**config.mk**
```make
export PLATFORM = sky130hd
export DESIGN_NAME = capture_split_boundary
export DESIGN_NICKNAME = d
export VERILOG_FILES = /design/src/sv/csb_pkg.sv /design/src/sv/capture_split_boundary.sv /design/src/sv/csb_cfg.sv /design/src/sv/csb_div.sv
export SDC_FILE = /design/constraint.sdc
export NUM_CORES = 2
export LEC_CHECK = 0
export ABC_CLOCK_PERIOD_IN_PS = 22100
export BUFFER_PORTS_ARGS = -buffer_cell sky130_fd_sc_hd__buf_2
export CAP_MARGIN = 10
export CORE_MARGIN = 4
export CORE_UTILIZATION = 60
export CTS_CLUSTER_SIZE = 12
export DETAILED_ROUTE_END_ITERATION = 10
export PLACE_DENSITY = 0.8
export SYNTH_ARGS = -nofsm -noshare
export SYNTH_HDL_FRONTEND = slang
export SYNTH_SLANG_ARGS = --single-unit
```
**constraint.sdc**
```tcl
create_clock -name clk_i -period 22.1 [get_ports clk_i]
set_input_delay 4.42 -clock clk_i [delete_from_list [all_inputs] [get_ports clk_i]]
set_output_delay 4.42 -clock clk_i [all_outputs]
set_load 0.02 [all_outputs]
```
**src/sv/csb_pkg.sv**
```systemverilog
// ----------------------------------------------------------------------------
// csb_pkg
// Types and constants shared by the capture split boundary block.
// ----------------------------------------------------------------------------
package csb_pkg;

  // Largest capture length that is still kept.
  localparam int unsigned MAX_CAPTURE = 131072;

  localparam logic [29:0] NS_PER_SEC       = 30'd1000000000;
  localparam logic [29:0] US_TO_NS         = 30'd1000;
  localparam logic [29:0] NS_TO_NS         = 30'd1;
  localparam logic [4:0]  RECORD_HDR_BYTES = 5'd16;
  localparam logic [62:0] TARGET_TIME_RST  = 63'd1000000000;

  localparam int unsigned CFG_IDX_W  = 3;
  localparam int unsigned CFG_DATA_W = 64;
  localparam int unsigned DIV_CNT_W  = 7;
  localparam logic [DIV_CNT_W-1:0] DIV_STEPS = 7'd64;

  typedef enum logic [CFG_IDX_W-1:0] {
    REG_SPLIT_BY_TIME     = 3'd0,
    REG_TARGET_BYTES      = 3'd1,
    REG_TARGET_TIME_NS    = 3'd2,
    REG_TRIM_BYTES        = 3'd3,
    REG_FRACTION_IN_MICRO = 3'd4
  } csb_reg_e;

  typedef enum logic [2:0] {
    ST_IDLE,
    ST_SEC,
    ST_FRAC,
    ST_DECIDE,
    ST_DIV,
    ST_DONE
  } csb_state_e;

  typedef struct packed {
    logic        split_by_time;
    logic [47:0] target_bytes;
    logic [62:0] target_time_ns;
    logic [7:0]  trim_bytes;
    logic        fraction_in_micro;
  } csb_cfg_t;

  typedef struct packed {
    logic [31:0] ts_seconds;
    logic [29:0] ts_fraction;
    logic [17:0] capture_length;
    logic [17:0] wire_length;
  } csb_in_t;

  typedef struct packed {
    logic        length_error;
    logic        new_split;
    logic [63:0] stamp_ns;
    logic [63:0] name_time_ns;
    logic [63:0] name_start_ns;
    logic [17:0] out_capture_length;
    logic [17:0] out_wire_length;
  } csb_out_t;

endpackage

```
**src/sv/capture_split_boundary.sv**
```systemverilog
// ----------------------------------------------------------------------------
// capture_split_boundary
// Per-record timestamp, length trim and output file split decision.
// ----------------------------------------------------------------------------
// One record header is taken at a time; the next one waits until the last
// has left the DONE state. The shared 32x30 multiplier makes two passes
// (seconds times 1e9, then the fraction times 1000 or 1), the DECIDE state
// decides and the DONE state hands the result to the output register. A
// time-mode split also runs the bit-serial window rounding divider. A record
// with an out-of-range capture length goes straight to DONE with only
// length_error set. The output register lets the next record enter while
// a result still waits under out_stall_i. cfg_ready_o is always high.
module capture_split_boundary
  import csb_pkg::*;
(
  input  logic                  clk_i,
  input  logic                  rst_ni,
  input  logic                  in_valid_i,
  output logic                  in_stall_o,
  input  csb_in_t               in_data_i,
  output logic                  out_valid_o,
  input  logic                  out_stall_i,
  output csb_out_t              out_data_o,
  input  logic                  cfg_valid_i,
  output logic                  cfg_ready_o,
  input  logic [CFG_IDX_W-1:0]  cfg_index_i,
  input  logic [CFG_DATA_W-1:0] cfg_data_i
);

  csb_cfg_t   cfg;
  csb_state_e state_q, state_d;
  csb_in_t    in_q, in_d;
  csb_out_t   res_q, res_d;
  csb_out_t   out_q, out_d;
  logic       out_valid_q, out_valid_d;
  logic [63:0] ts_q, ts_d;
  logic [63:0] fbc_q, fbc_d;
  logic [63:0] win_q, win_d;
  logic [63:0] prev_q, prev_d;
  logic [63:0] num_q, num_d;

  logic [31:0] mul_a;
  logic [29:0] mul_b;
  logic [61:0] mul_p;

  logic        div_start;
  logic        div_done;
  logic [62:0] div_rem;

  logic [62:0] t_win;
  logic [63:0] diff;
  logic [63:0] prev_eff;
  logic [17:0] trim_cap;
  logic [17:0] trim_wire;
  logic [63:0] new_win;
  logic        len_bad;

  csb_cfg u_cfg (
    .clk_i       (clk_i),
    .rst_ni      (rst_ni),
    .cfg_valid_i (cfg_valid_i),
    .cfg_ready_o (cfg_ready_o),
    .cfg_index_i (cfg_index_i),
    .cfg_data_i  (cfg_data_i),
    .cfg_o       (cfg)
  );

  csb_div u_div (
    .clk_i   (clk_i),
    .rst_ni  (rst_ni),
    .start_i (div_start),
    .num_i   (num_d),
    .den_i   (t_win),
    .done_o  (div_done),
    .rem_o   (div_rem)
  );

  assign in_stall_o  = (state_q != ST_IDLE);
  assign out_valid_o = out_valid_q;
  assign out_data_o  = out_q;

  // shared multiplier
  always_comb begin
    if (state_q == ST_SEC) begin
      mul_a = in_q.ts_seconds;
      mul_b = NS_PER_SEC;
    end else begin
      mul_a = {2'b00, in_q.ts_fraction};
      mul_b = cfg.fraction_in_micro ? US_TO_NS : NS_TO_NS;
    end
  end
  assign mul_p = mul_a * mul_b;

  assign len_bad   = (in_q.capture_length == '0) ||
                     (in_q.capture_length > 18'(MAX_CAPTURE));
  assign trim_cap  = (in_q.capture_length > {10'd0, cfg.trim_bytes}) ?
                     (in_q.capture_length - {10'd0, cfg.trim_bytes}) : '0;
  assign trim_wire = (in_q.wire_length > {10'd0, cfg.trim_bytes}) ?
                     (in_q.wire_length - {10'd0, cfg.trim_bytes}) : '0;
  assign t_win     = (cfg.target_time_ns == '0) ? 63'd1 : cfg.target_time_ns;
  assign diff      = ts_q - win_q;
  assign prev_eff  = (prev_q == '0) ? ts_q : prev_q;
  // quotient times divisor is the dividend less the remainder
  assign new_win   = num_q - {1'b0, div_rem};

  always_comb begin
    state_d     = state_q;
    in_d        = in_q;
    res_d       = res_q;
    out_d       = out_q;
    out_valid_d = out_valid_q;
    ts_d        = ts_q;
    fbc_d       = fbc_q;
    win_d       = win_q;
    prev_d      = prev_q;
    num_d       = num_q;
    div_start   = 1'b0;

    if (out_valid_q && !out_stall_i) begin
      out_valid_d = 1'b0;
    end

    case (state_q)
      ST_IDLE: begin
        if (in_valid_i) begin
          in_d    = in_data_i;
          state_d = ST_SEC;
        end
      end
      ST_SEC: begin
        ts_d  = {2'b00, mul_p};
        res_d = '0;
        if (len_bad) begin
          res_d.length_error = 1'b1;
          state_d            = ST_DONE;
        end else begin
          state_d = ST_FRAC;
        end
      end
      ST_FRAC: begin
        ts_d    = ts_q + {2'b00, mul_p};
        state_d = ST_DECIDE;
      end
      ST_DECIDE: begin
        res_d.stamp_ns           = ts_q;
        res_d.out_capture_length = trim_cap;
        res_d.out_wire_length    = trim_wire;
        prev_d                   = prev_eff;
        fbc_d = fbc_q + 64'(RECORD_HDR_BYTES) + {46'd0, trim_cap};
        state_d = ST_DONE;
        if (!cfg.split_by_time) begin
          if (fbc_q > {16'd0, cfg.target_bytes}) begin
            res_d.new_split     = 1'b1;
            res_d.name_time_ns  = ts_q;
            res_d.name_start_ns = prev_eff;
            prev_d              = ts_q;
            fbc_d = 64'(RECORD_HDR_BYTES) + {46'd0, trim_cap};
          end
        end else if (!diff[63] && (diff > {1'b0, t_win})) begin
          // window rounding: (ts + t/4) / t * t
          num_d     = ts_q + {3'b000, t_win[62:2]};
          div_start = 1'b1;
          fbc_d     = fbc_q;
          state_d   = ST_DIV;
        end
      end
      ST_DIV: begin
        if (div_done) begin
          res_d.new_split     = 1'b1;
          res_d.name_time_ns  = new_win + {1'b0, t_win};
          res_d.name_start_ns = new_win;
          prev_d              = win_q;
          win_d               = new_win;
          fbc_d = 64'(RECORD_HDR_BYTES) + {46'd0, res_q.out_capture_length};
          state_d = ST_DONE;
        end
      end
      ST_DONE: begin
        if (!out_valid_q || !out_stall_i) begin
          out_d       = res_q;
          out_valid_d = 1'b1;
          state_d     = ST_IDLE;
        end
      end
      default: begin
        state_d = ST_IDLE;
      end
    endcase
  end

  always_ff @(posedge clk_i or negedge rst_ni) begin
    if (!rst_ni) begin
      state_q     <= ST_IDLE;
      out_valid_q <= 1'b0;
      fbc_q       <= '1;
      win_q       <= '0;
      prev_q      <= '0;
    end else begin
      state_q     <= state_d;
      out_valid_q <= out_valid_d;
      fbc_q       <= fbc_d;
      win_q       <= win_d;
      prev_q      <= prev_d;
    end
  end

  always_ff @(posedge clk_i) begin
    in_q  <= in_d;
    res_q <= res_d;
    out_q <= out_d;
    ts_q  <= ts_d;
    num_q <= num_d;
  end

  a_accept_leaves_idle: assert property (@(posedge clk_i) disable iff (!rst_ni)
    in_valid_i && !in_stall_o |=> state_q == ST_SEC)
    else $error("record transfer did not start the sequence");

  a_div_done_in_div: assert property (@(posedge clk_i) disable iff (!rst_ni)
    div_done |-> state_q == ST_DIV)
    else $error("divider finished outside the rounding state");

  a_error_no_split: assert property (@(posedge clk_i) disable iff (!rst_ni)
    out_valid_o && out_data_o.length_error |->
      !out_data_o.new_split && out_data_o.stamp_ns == '0)
    else $error("dropped record carries a result");

  a_no_split_names: assert property (@(posedge clk_i) disable iff (!rst_ni)
    out_valid_o && !out_data_o.new_split |->
      out_data_o.name_time_ns == '0 && out_data_o.name_start_ns == '0)
    else $error("name timestamps set without a split");

endmodule

```
**src/sv/csb_cfg.sv**
```systemverilog
// ----------------------------------------------------------------------------
// csb_cfg
// Configuration register file, one write per transfer.
// ----------------------------------------------------------------------------
module csb_cfg
  import csb_pkg::*;
(
  input  logic                  clk_i,
  input  logic                  rst_ni,
  input  logic                  cfg_valid_i,
  output logic                  cfg_ready_o,
  input  logic [CFG_IDX_W-1:0]  cfg_index_i,
  input  logic [CFG_DATA_W-1:0] cfg_data_i,
  output csb_cfg_t              cfg_o
);

  csb_cfg_t cfg_q, cfg_d;

  assign cfg_ready_o = 1'b1;
  assign cfg_o       = cfg_q;

  always_comb begin
    cfg_d = cfg_q;
    if (cfg_valid_i) begin
      case (csb_reg_e'(cfg_index_i))
        REG_SPLIT_BY_TIME:     cfg_d.split_by_time     = cfg_data_i[0];
        REG_TARGET_BYTES:      cfg_d.target_bytes      = cfg_data_i[47:0];
        REG_TARGET_TIME_NS:    cfg_d.target_time_ns    = cfg_data_i[62:0];
        REG_TRIM_BYTES:        cfg_d.trim_bytes        = cfg_data_i[7:0];
        REG_FRACTION_IN_MICRO: cfg_d.fraction_in_micro = cfg_data_i[0];
        default:               cfg_d = cfg_q;
      endcase
    end
  end

  always_ff @(posedge clk_i or negedge rst_ni) begin
    if (!rst_ni) begin
      cfg_q.split_by_time     <= 1'b0;
      cfg_q.target_bytes      <= '0;
      cfg_q.target_time_ns    <= TARGET_TIME_RST;
      cfg_q.trim_bytes        <= '0;
      cfg_q.fraction_in_micro <= 1'b0;
    end else begin
      cfg_q <= cfg_d;
    end
  end

endmodule

```
**src/sv/csb_div.sv**
```systemverilog
// ----------------------------------------------------------------------------
// csb_div
// Bit-serial restoring divider, remainder only, one dividend bit per cycle.
// ----------------------------------------------------------------------------
module csb_div
  import csb_pkg::*;
(
  input  logic        clk_i,
  input  logic        rst_ni,
  input  logic        start_i,
  input  logic [63:0] num_i,
  input  logic [62:0] den_i,
  output logic        done_o,
  output logic [62:0] rem_o
);

  logic [DIV_CNT_W-1:0] cnt_q, cnt_d;
  logic                 done_q, done_d;
  logic [63:0]          num_q, num_d;
  logic [62:0]          den_q, den_d;
  logic [62:0]          rem_q, rem_d;
  logic [63:0]          shifted;

  assign shifted = {rem_q, num_q[63]};
  assign done_o  = done_q;
  assign rem_o   = rem_q;

  always_comb begin
    cnt_d  = cnt_q;
    num_d  = num_q;
    den_d  = den_q;
    rem_d  = rem_q;
    done_d = 1'b0;
    if (start_i) begin
      cnt_d = DIV_STEPS;
      num_d = num_i;
      den_d = den_i;
      rem_d = '0;
    end else if (cnt_q != '0) begin
      cnt_d  = cnt_q - 1'b1;
      num_d  = {num_q[62:0], 1'b0};
      done_d = (cnt_q == DIV_CNT_W'(1));
      // shifted stays below twice the divisor, so the result fits 63 bits
      if (shifted >= {1'b0, den_q}) begin
        rem_d = 63'(shifted - {1'b0, den_q});
      end else begin
        rem_d = shifted[62:0];
      end
    end
  end

  always_ff @(posedge clk_i or negedge rst_ni) begin
    if (!rst_ni) begin
      cnt_q  <= '0;
      done_q <= 1'b0;
    end else begin
      cnt_q  <= cnt_d;
      done_q <= done_d;
    end
  end

  always_ff @(posedge clk_i) begin
    num_q <= num_d;
    den_q <= den_d;
    rem_q <= rem_d;
  end

endmodule
```
== Word-level counts from Yosys, hierarchy flattened ==
Cells that the tools add are included.
W data, S select, Z words.

* Register bits: 1201
* Output and inout bits: 233
* Memories kept: 0
* Input port bits: 170
* Bits in latches: 0
* Bits in read-only memories: 0
* RAM bits: 0
* Word-level logic and storage cells: 153

* $add $sub $neg: 13
* Eq/ne operators: 16
* Divide/modulo/power cells: 0
* Reduce and logical (&&, ||, !) cells: 31
* Bitwise gates (word level): 0
* Shift-type cells: 0
* Mux-type cells: 51
* Magnitude comparators: 6
* $mul: 1

{| class="wikitable"
|+ Operators with widths
! kind !! count
|-
| $mux W64 || 13
|-
| $pmux W64 S2 || 4
|-
| $mux W128 || 3
|-
| $pmux W128 S3 || 1
|-
| $mux W63 || 2
|-
| $pmux W36 S2 || 1
|-
| $add A64 B18 Y64 || 1
|-
| $add A64 B5 Y64 const B || 1
|-
| $add A64 B61 Y64 || 1
|-
| $add A64 B62 Y64 || 1
|-
| $add A64 B63 Y64 || 1
|-
| $ge A64 B63 Y1 || 1
|-
| $gt A64 B48 Y1 || 1
|-
| $gt A64 B63 Y1 || 1
|-
| $logic_not A64 Y1 || 1
|-
| $sub A64 B63 Y64 || 1
|-
| $sub A64 B64 Y64 || 1
|-
| $logic_not A63 Y1 || 1
|-
| $sub A63 B63 Y63 || 1
|-
| $mul A32 B30 Y62 || 1
|-
| $add A5 B18 Y19 const A || 2
|-
| $gt A18 B8 Y1 || 2
|-
| $mux W18 || 2
|-
| $sub A18 B8 Y18 || 2
|-
| other kinds (28) || 72
|}

== Longest topological paths before layout ==
* Depth after elaboration: 8
* Mapped depth: 50

== Hierarchy ==
From an unflattened synthesis, not the netlist that was laid out.

* Cell total of the unflattened synthesis: 9337
* Area total of the unflattened synthesis: 93536.0 um2

{| class="wikitable"
|+ By module, submodules not included
! module !! cells an instance !! area an instance (um2) !! times used
|-
| capture_split_boundary || 7866 || 76637.3 || 1
|-
| csb_div || 1210 || 11989.0 || 1
|-
| csb_cfg || 261 || 4909.7 || 1
|}

== Least setup slack after synthesis ==
No wires, ideal clock.

* Path kind: input-to-reg
* From: in out_stall_i
* To: reg out_q, in the netlist out_data_o[0], enable pin
* Stages: 2
* Setup slack: -0.048 ns
* Data arrival time: 21.000 ns
* Library setup time: 1.149 ns
* Cells stage by stage: nand2_1 > nor3b_1

* Word-level cells in the longest chain between the ends: 3

{| class="wikitable"
|+ Ends and longest elaborated chain
! what !! RTL line !! text
|-
| start, declared || capture_split_boundary.sv:22 || <nowiki>input logic out_stall_i,</nowiki>
|-
| $logic_not A1 Y1 || capture_split_boundary.sv:179 || <nowiki>if (!out_valid_q || !out_stall_i) begin</nowiki>
|-
| $logic_or A1 B1 Y1 || capture_split_boundary.sv:179 ||
|-
| $reduce_and A2 Y1 (no line) || n/a ||
|-
| end signal, assigned || capture_split_boundary.sv:210 || <nowiki>out_q <= out_d;</nowiki>
|-
| end, declared || capture_split_boundary.sv:34 || <nowiki>csb_out_t out_q, out_d;</nowiki>
|}

Every way passes these cells.
A chain may end at the register's enable or synchronous reset.

== Worst setup path in the final report ==
* From: reg state_q[0]
* To: reg ts_q[59], data pin

* Word-level cells in the longest chain between the ends: 5
* Elaborated cells between the ends (all ways): 7
* Classes of those cells: 1 x add/sub; 1 x mul; 2 x eq/ne; 3 x mux

{| class="wikitable"
|+ Ends and longest elaborated chain
! what !! RTL line !! text
|-
| start, declared || capture_split_boundary.sv:31 || <nowiki>csb_state_e state_q, state_d;</nowiki>
|-
| start signal, assigned || capture_split_boundary.sv:199 || <nowiki>state_q <= state_d;</nowiki>
|-
| $eq A3 B1 Y1 || capture_split_boundary.sv:84, capture_split_boundary.sv:123 ||
|-
| $mux W32 or $mux W30 (tied branches) || capture_split_boundary.sv:84 || <nowiki>if (state_q == ST_SEC) begin</nowiki>
|-
| $mul A32 B30 Y62 || capture_split_boundary.sv:92 || <nowiki>assign mul_p = mul_a * mul_b;</nowiki>
|-
| $add A64 B62 Y64 || capture_split_boundary.sv:141 || <nowiki>ts_d = ts_q + {2'b00, mul_p};</nowiki>
|-
| $pmux W64 S2 * || capture_split_boundary.sv:123 || <nowiki>case (state_q)</nowiki>
|-
| named net ts_d[59] || capture_split_boundary.sv:36 || <nowiki>logic [63:0] ts_q, ts_d;</nowiki>
|-
| end signal, assigned || capture_split_boundary.sv:211 || <nowiki>ts_q <= ts_d;</nowiki>
|-
| end, declared || capture_split_boundary.sv:36 ||
|}

Mark *: on every way through the listed nets, which the timed path passes. The rest lies on a longest branch.

==> results_dict.tcl <==
set metrics [dict create \
    fp.dieH_um 399 \
    fin_crit_sh_pct 60.1 \
    final_design_instance_area_without_fill_mm2 0.0997 \
    grtUsageTotal_pct 33.5 \
    die-area_mm2 0.159 \
    detailed_place.area_mm2 0.0952 \
    setup-tns-final_ns 0 \
    worst_r2r_startpoint "state_q[0]" \
    worst_path_class_setup "flop to flop" \
    cts_tree "done" \
    htreeDepth 4 \
    grt_pass1_vias 71300 \
    worstHoldStart "res_q[93]" \
    timing.critical_path.from "state_q[0]" \
    cts_hold_repair.buffers 0 \
    grt_pass1_wl_mm 409 \
    critical_path.top_delay_family "compound AO/OA/AOI/OAI gates" \
    synth.avg_cell_area_um2 9.71 \
    clock_sinks 1201 \
    detail_route.vias_per_cell 6.12 \
    met3WireLength_mm 25.9 \
    worst-endpoint-required_ns 22.61 \
    synth_top_flop_cell "edfxtp_1" \
    detail-route-antenna-nets 0 \
    area_growth_pct 8.95 \
    worst_slew_pin_slew_ns 1.21 \
    crit_path_frequent_cell "fa_1" \
    routedWlPerCell_um 22.8 \
    crit_fanout 32 \
    clock-root-buffer "clkbuf_16" \
    max_freq_mhz 75.3 \
    topRoutingLayerUsed "met5" \
    cts-root-to-sink-buffers 3 \
    slowest_delay_ns 0.80 \
    crit_path_top_delay_cell "nor2b_4" \
    post_cts_buffers 0 \
    detailedRoute.firstPassIterationCount 6 \
    detail_route.wirelength.met1_mm 112 \
    antenna_found_initial 10 \
    commonest_non_fill_non_tap_cell_in_the_layout "inv_1" \
    synthesis.area_mm2 0.0915 \
    drt_iter0_drc 6533 \
    postSynthCellCount 9426 \
    floorplan.initialDensity_pct 60.3 \
    floorplan.die.width_um 399 \
    postSynthRegisterBits 1201 \
    clkLatencyLatePin_ns 0.80 \
    yosysSeqAreaShare_pct 36.3 \
    cp.buffers_inverters 6 \
    worst_setup_path_end_kind "flop" \
    count_of_cell_types_in_the_netlist 84 \
    r2r_cells 41 \
    period_minus_slack_ns 13.28 \
    report.final.setup_viol 0 \
    max-cap-violations 0 \
    gp_congestion 1.04 \
    unrepaired_setup_endpoints_after_global_routing "no" \
    layout-drive-gt1-share_pct 8.67 \
    number_of_synthesized_flops_with_an_enable_pin 749 \
    port_buffer_count 400 \
    number_of_filler_instances_in_the_final_layout 12100 \
    outcome "finished, final reports clean" \
    crit_path_to "ts_q[59]" \
    cts-buffers-inserted 136 \
    finalWirelength_mm 269 \
    timing.clock.skew_ns 0.0447 \
    ioPinCount 403 \
    postSynth.asyncResetShare_pct 27.1 \
    final_nets 11300 \
    r2r-end "ts_q[59]" \
    synth.yosys.warnings 0 \
    hold_viol 0 \
    r2r_slack_ns 8.82 \
    pin_count_of_the_biggest_net_entering_global_routing 125 \
    clk_pin_slew_worst_paths_ns 0.06 \
    hold_path_class "flop to flop" \
    count_of_pins_over_their_slew_limit 0 \
    place.detailed.hpwl_mm 213 \
    startpoint_type "flop" \
    wl_met2_mm 117 \
    crit_arrival_ns 13.79 \
    placement_rows 143 \
    floorplan.core_area_mm2 0.152 \
    most-common-layout-cells "inv_1 (1186), ha_1 (962), nand2_1 (945)" \
    route.detailed.drc 0 \
    globalRouteOverflowTotal 0 \
    dr_total_vias 72100 \
    worst-path-stages 41 \
    slew_headroom_pct 19.7 \
    cts-resized-gates 0 \
]
## per-layer routing
metal / up-vias / global-route usage (%)
met5: - / 0
met4: 4 / 15.5
met3: 629 / 6.40
met2: 3274 / 50.9
met1: 34800 / 46.7
li1: 33300 / -
## state kept, by name, indices dropped and copies added, names as in the netlist, 63 cells and up
name         flops
out_data_o     230
u_div.num_q     64
u_div.den_q     63
num_q           64
u_cfg.cfg_o    121
win_q           64
u_div.rem_o     63
res_q          230
prev_q          64
ts_q            64
fbc_q           64
in_q            98
## kinds of logic (layout without fill, tap and decap cells)
kind of cell,Yosys count,count (layout),share of synthesized area [%]
DFF,1201,1201,36.3
other,2,15,0.00821
buffers and inverters,1574,1887,6.50
muxes,52,52,0.608
xor gates and xnor gates,478,478,4.57
adders and majority gates,1450,1450,23.8
and+or+nand+nor,2279,2279,11.8
AOI/OAI and AO/OA,2390,2390,16.4
## area by class of cell
cell class | instances | area (um^2) | area share, %
Clock inverter | 46 | 608 | 0.610
Clock buffer | 195 | 3880 | 3.89
Antenna cell | 2 | 5.00 | 0.00502
Inverter | 1187 | 4460 | 4.47
Timing Repair Buffer | 459 | 2450 | 2.46
Multi-Input combinational cell | 6662 | 52500 | 52.6
Sequential cell | 1201 | 33300 | 33.4
Tap cell | 2030 | 2540 | 2.55
## metrics by stage
step                      std cells  hold slack, ns  worst slack (ns)  utilization [%]
after floorplan                9437           0.400              8.09                -
after global placement        11500           0.403              9.27             62.8
after detailed placement      11500           0.405              9.03             62.8
after CTS                     11800           0.409              9.00             65.7
after global routing          11800           0.416              8.00             65.7
final                         11800           0.405              8.82             65.7
## worst register-to-register path, delay by kind of cell, from the launching register on
kind / cells / cell delay (ns)
XOR/XNOR: 2 / 0.41
adder cells (fa/ha/maj): 10 / 4.35
AO/OA/AOI/OAI: 15 / 4.37
buffers and inverters: 6 / 1.32
AND/OR/NAND/NOR: 8 / 2.04
flip-flops: 1 / 0.52
## worst min path at each step
stage                      end  cells past startpoint
3_5_place_dp   out_data_o[153]                      0
3_3_place_gp   out_data_o[160]                      0
6_report        out_data_o[93]                      0
4_1_cts         out_data_o[37]                      0
2_1_floorplan    out_data_o[0]                      0
5_1_grt         out_data_o[93]                      0
## synth_stat cells, drive strengths merged, types with 15 or more instances
cell type	count	area share (%)
inv	1187	4.9
ha	962	13
nand2	953	3.9
edfxtp	749	25
o21ai	642	3.5
a21oi	603	3.3
fa	488	11
a21o	382	3.1
nor2	382	1.6
clkbuf	348	1.4
xnor2	294	2.8
dfrtp	248	6.8
and3	187	1.3
xor2	184	1.8
dfxtp	127	2.8
a211oi	126	1.0
nand3	121	0.66
nand4	107	0.73
nor3	106	0.59
nand2b	89	0.61
nor2b	87	0.59
o21bai	81	0.66
dfstp	77	2.2
o21a	71	0.58
o22ai	67	0.46
a22oi	65	0.53
a31oi	64	0.44
nor4	64	0.44
o31ai	49	0.42
and2	48	0.33
buf	38	0.19
o211ai	38	0.31
or3	38	0.26
or2	36	0.25
mux2	29	0.36
mux2i	23	0.25
a221oi	18	0.17
a211o	17	0.16
a21boi	17	0.14
and4	17	0.16
a31o	15	0.14
Power is left out: the tool's default activity adds up to more than one toggle a clock period on the data nets, which glitch-free logic cannot reach.
